**src/hdl/tld_pkg.sv**
```systemverilog
// shared types and constants for the truncated label distance block
`timescale 1ns / 1ps
`default_nettype none

package tld_pkg;

    localparam int COORD_W   = 16;
    localparam int INDEX_W   = 10;
    localparam int SCALE_W   = 16;
    localparam int COST_W    = 32;
    localparam int DIFF_W    = COORD_W + 1;
    localparam int PROD_W    = DIFF_W + SCALE_W + 1;
    localparam int FRAC_SHIFT = 12;
    localparam int SCALED_W  = 21;
    localparam int SQ_W      = 2 * SCALED_W - 2;
    localparam int SUM_W     = SQ_W + 2;
    localparam int RAD_SHIFT = 16;
    localparam int RAD_W     = SUM_W + RAD_SHIFT;
    localparam int ROOT_W    = RAD_W / 2;
    localparam int REM_W     = ROOT_W + 1;
    localparam int AXES      = 3;
    localparam int S_DATA_W  = 120;

    localparam int CFG_INDEX_W = 3;
    localparam int CFG_DATA_W  = 32;

    localparam logic [CFG_INDEX_W-1:0] CFG_MODE      = 3'd0;
    localparam logic [CFG_INDEX_W-1:0] CFG_THRESHOLD = 3'd1;
    localparam logic [CFG_INDEX_W-1:0] CFG_SCALE_X   = 3'd2;
    localparam logic [CFG_INDEX_W-1:0] CFG_SCALE_Y   = 3'd3;
    localparam logic [CFG_INDEX_W-1:0] CFG_SCALE_Z   = 3'd4;

    localparam logic [1:0] MODE_POTTS   = 2'd0;
    localparam logic [1:0] MODE_EUCLID  = 2'd1;
    localparam logic [1:0] MODE_SQUARED = 2'd2;

    localparam logic [COST_W-1:0]  THRESHOLD_RESET = 32'd65536;
    localparam logic [SCALE_W-1:0] SCALE_RESET     = 16'd4096;

    typedef struct packed {
        logic valid;
        logic idx_eq;
    } side_t;

endpackage

`default_nettype wire

```
**src/hdl/tld_sqrt.sv**
```systemverilog
// pipelined integer square root, one root bit per stage
`timescale 1ns / 1ps
`default_nettype none

module tld_sqrt (
    input  wire logic                              aclk,
    input  wire logic                              aresetn,
    input  wire logic                              enable,
    input  wire tld_pkg::side_t                    side_in,
    input  wire logic [tld_pkg::SUM_W-1:0]         sum_in,
    output tld_pkg::side_t                         side_out,
    output logic      [tld_pkg::SUM_W-1:0]         sum_out,
    output logic      [tld_pkg::ROOT_W-1:0]        root_out
);

    localparam int N     = tld_pkg::ROOT_W;
    localparam int REM_W = tld_pkg::REM_W;
    localparam int RAD_W = tld_pkg::RAD_W;
    localparam int SUM_W = tld_pkg::SUM_W;

    tld_pkg::side_t   side_reg [N];
    logic [REM_W-1:0] rem_reg  [N];
    logic [N-1:0]     root_reg [N];
    logic [RAD_W-1:0] rad_reg  [N];
    logic [SUM_W-1:0] sum_reg  [N];

    for (genvar k = 0; k < N; k++) begin : g_stage
        tld_pkg::side_t   side_in_k;
        logic [REM_W-1:0] rem_in;
        logic [N-1:0]     root_in;
        logic [RAD_W-1:0] rad_in;
        logic [SUM_W-1:0] sum_in_k;
        logic [REM_W+1:0] rem_sh;
        logic [REM_W+1:0] trial;
        logic [REM_W+1:0] rem_sub;
        logic             ge;
        logic [REM_W-1:0] rem_next;
        logic [N-1:0]     root_next;
        logic [RAD_W-1:0] rad_next;

        if (k == 0) begin : g_first
            assign side_in_k = side_in;
            assign rem_in    = '0;
            assign root_in   = '0;
            assign rad_in    = {sum_in, {tld_pkg::RAD_SHIFT{1'b0}}};
            assign sum_in_k  = sum_in;
        end else begin : g_next
            assign side_in_k = side_reg[k-1];
            assign rem_in    = rem_reg[k-1];
            assign root_in   = root_reg[k-1];
            assign rad_in    = rad_reg[k-1];
            assign sum_in_k  = sum_reg[k-1];
        end

        always_comb begin
            rem_sh    = {rem_in, rad_in[RAD_W-1 -: 2]};
            trial     = {1'b0, root_in, 2'b01};
            ge        = rem_sh >= trial;
            rem_sub   = rem_sh - trial;
            rem_next  = ge ? rem_sub[REM_W-1:0] : rem_sh[REM_W-1:0];
            root_next = {root_in[N-2:0], ge};
            rad_next  = {rad_in[RAD_W-3:0], 2'b00};
        end

        always_ff @(posedge aclk) begin
            if (!aresetn) begin
                side_reg[k] <= '0;
            end else if (enable) begin
                side_reg[k] <= side_in_k;
            end
        end

        always_ff @(posedge aclk) begin
            if (enable) begin
                rem_reg[k]  <= rem_next;
                root_reg[k] <= root_next;
                rad_reg[k]  <= rad_next;
                sum_reg[k]  <= sum_in_k;
            end
        end
    end

    assign side_out = side_reg[N-1];
    assign sum_out  = sum_reg[N-1];
    assign root_out = root_reg[N-1];

endmodule

`default_nettype wire

```
**config.mk**
```make
export PLATFORM = sky130hd
export DESIGN_NAME = tld_sqrt
export DESIGN_NICKNAME = d
export VERILOG_FILES = /design/src/hdl/tld_pkg.sv /design/src/hdl/tld_sqrt.sv
export SDC_FILE = /design/constraint.sdc
export NUM_CORES = 2
export LEC_CHECK = 0
export BUFFER_PORTS_ARGS = -buffer_cell sky130_fd_sc_hd__buf_2
export CORE_MARGIN = 10
export CORE_UTILIZATION = 40
export DETAILED_ROUTE_END_ITERATION = 6
export PLACE_DENSITY = 0.59
export SETUP_SLACK_MARGIN = 0.5
export SYNTH_ARGS = -nofsm -noshare
export SYNTH_HDL_FRONTEND = slang
export SYNTH_MEMORY_MAX_BITS = 65536
export SYNTH_SLANG_ARGS = --single-unit
```
**constraint.sdc**
```tcl
create_clock -name aclk -period 5.74 [get_ports aclk]
set_clock_uncertainty 0.15 [all_clocks]
set_input_delay 0.574 -clock aclk [delete_from_list [all_inputs] [get_ports aclk]]
set_output_delay 0.574 -clock aclk [all_outputs]
set_load 0.02 [all_outputs]
```
==> key figures <==
STA
  • Fin crit share: 79.3%
  • Fmax: 0.220 GHz
  • Final hold viol count: 0
  • Rel. slew slack: 14.2%
  • RSZ-0062 raised after global routing: no
  • Slew of the pin with the lowest slew margin: 1.28 ns
  • Setup TNS: 0 ns
  • Final setup vio count: 0
  • Tmin final: 4.55 ns
  • Hold Slack: 0.243 ns
  • Fin. max-slew vios: 0

Job
  • # Max-Cap Violations: 0

Logic synthesis
  • Leading area contributor after synthesis: edfxtp_1
  • Mean Syn Cell Area: 14.0 um2
  • Ys flop type: edfxtp_1
  • Post-synth EDFFs: 2502
  • #FFs+latches synth: 2502
  • Synth cell count leaders: edfxtp_1, inv_1, a21oi_1
  • Post-synthesis cell count: 7698
  • Netlist cell types: 82
  • Sequential cell area fraction in the yosys report: 69.5%
  • Asr flop ratio synth: 0%
  • Yosys top cell area share: 69.5%
  • Syn_nets: 8203
  • Post-Syn Area: 0.108 mm2
  • YS warnings: 0
  • Ranking of synthesized cells by area: edfxtp_1, ha_1, xor2_1
  • Top-count cell post-synth: edfxtp_1

CTS
  • CTS Buf Count: 280
  • Clk sinks: 2502
  • Clock Tree Buf Depth: 4
  • Clk root buf: clkbuf_16
  • H-tree levels: 5
  • CTS tree: built
  • Post-cts resize count: 0
  • Clock latency on the worst-skew pair: 0.88 ns
  • Clock transition at the registers of the reported paths: 0.06 ns

Pwr
  • Pleak: 45.9 nW
  • Pwr dens: 400 mW/mm2
  • VDD IR max: 0.000217 V

Min path
  • Worst Hold Launch: sum_in[36]
  • Min-delay worst type: in -> reg

Critical path
  • Crit path max fanout: 24
  • Setup crit end: rem_reg[0][346]$_DFFE_PP_
  • Worst r2r src: rem_reg[0][312]$_DFFE_PP_
  • Worst r2r dst: rem_reg[0][346]$_DFFE_PP_
  • CP startpoint kind: register
  • Worst Setup End Kind: register
  • Worst Path Arrival: 5.00 ns
  • Worst R2R Setup Slack: 1.19 ns
  • Worst setup startpoint: rem_reg[0][312]$_DFFE_PP_
  • Worst Path Required: 6.19 ns
  • Cells on worst reg2reg path: 9
  • Crit Path Category: reg -> reg

Place
  • Placer congestion estimate: 0.886
  • Post-DP HPWL: 139 mm
  • Port Buf Inserts: 119

Floorplanning
  • Initial Utilization: 40.3%
  • Die width: 540 um
  • Full die area: 0.292 mm2
  • Die height: 540 um
  • Core Rows: 190
  • Core box area: 0.269 mm2
  • Ports: 120

Cells and area
  • Max reg flops: 1218
  • Share of layout cells above drive strength 1: 8.13%
  • Nets: 8571
  • Area growth syn-to-layout: 13.3%

Routing
  • Antenna viol nets, final: 0
  • DRC violations left: 0
  • Vias after detailed routing: 60600
  • DRT Pass-1 Iters: 6
  • WL/cell: 17.2 um
  • Vias per inst: 5.12
  • Initial drt markers: 4680
  • DRT Wirelength: 203 mm

Global routing
  • GRT overflow: 0
  • Global-route wire length before repair: 326 mm
  • Vias in the first global route: 60300
  • Initial antenna violation count: 6
  • Largest net degree at the start of global routing: 195
  • GRT Util Overall: 13.5%

Run status
  • Status: completed
==> how the worst min path moves through the flow <==
stage | end | depth (start not counted)
2_1_floorplan | sum_reg[0][100]$_DFFE_PP_ | 0
3_3_place_gp | sum_reg[0][666]$_DFFE_PP_ | 0
3_5_place_dp | sum_reg[0][118]$_DFFE_PP_ | 0
4_1_cts | sum_reg[0][26]$_DFFE_PP_ | 2
5_1_grt | sum_reg[0][27]$_DFFE_PP_ | 2
6_report | sum_reg[0][36]$_DFFE_PP_ | 2
==> power by group <==
group	internal [W]	switching [W]	total, W
clock	0.00984	0.00710	0.0169
sequential	0.0227	0.00126	0.0240
combinational	0.00337	0.00468	0.00804
==> critical path, stage by stage, from the launching register on <==
cell and delay [ns]:
edfxtp_1 0.47, or4_4 0.57, or4_4 0.45, or4_4 0.45
or4_4 0.45, or4_4 0.45, a211o_1 0.65, o211ai_2 0.36
nor4_1 0.12, xor2_1 0.16
==> cell families (layout without fill, tap and decap cells) <==
| kind of cell | after synthesis | in the layout | share of synthesized area [%] |
|---|---|---|---|
| xor+xnor | 635 | 635 | 5.14 |
| other cells | 1 | 3 | 0.00347 |
| buf+inv | 712 | 1293 | 2.49 |
| compound gates | 1430 | 1430 | 8.14 |
| mux | 67 | 67 | 0.696 |
| flops | 2502 | 2502 | 69.5 |
| simple gates | 1893 | 1893 | 8.71 |
| fa+ha+maj | 458 | 458 | 5.35 |
==> per-stage QoR <==
stage | area (um2) | utilization, % | total power [W] | cells | worst slack, ns
detailed placement | 113000 | 42.2 | 0.0323 | 11300 | 1.20
finish | 123000 | 45.6 | 0.0490 | 11800 | 1.19
global route | 123000 | 45.6 | 0.0516 | 11800 | 1.02
floorplan | 108000 | - | 0.0297 | 7698 | 1.79
CTS | 123000 | 45.6 | 0.0496 | 11800 | 1.20
global placement | 113000 | 42.2 | 0.0321 | 11300 | 1.23
==> cells in the final DEF, fill, tap and decap left out, types with 72 or more instances in the layout <==
cell type / netlist / layout
xor2_1: 324 / 324
o21ai_0: 350 / 350
a21o_1: 150 / 150
nor4_1: 108 / 108
ha_1: 451 / 451
edfxtp_1: 2502 / 2502
nand2_1: 449 / 449
nand3_1: 109 / 109
clkbuf_16: 0 / 282
a21oi_1: 494 / 493
buf_2: 2 / 118
o21a_1: 82 / 82
clkbuf_1: 121 / 73
and3_1: 91 / 91
xnor2_1: 311 / 311
nand2b_1: 86 / 85
nor2_1: 480 / 480
nor3_1: 171 / 170
inv_1: 574 / 574
nand4_1: 72 / 72
==> layer usage <==
metal	wire length, um	vias to the layer above	share of wire, %	track usage (%)
met4	5200	0	2.6	3.75
met1	95900	29300	47	19.1
met3	11200	378	5.5	2.68
li1	-	29500	-	-
met5	0	-	0	0
met2	91200	1429	45	21.1
==> area by class of cell <==
type                            count  area, um2
Inverter                          577       2170
Clock buffer                      355       7330
Timing Repair Buffer              221       1660
Antenna cell                        2       5.00
Tap cell                         3552       4440
Sequential cell                  2502      75100
Fill cell                       23600     146000
Multi-Input combinational cell   4484      30400
Clock inverter                    140       1400
==> timing repair <==
action                    CTS  global route
hold buffers               45             0
hold endpoints to repair   50             0
buffers inserted            0             0
Power figures use the tool's default switching activity.
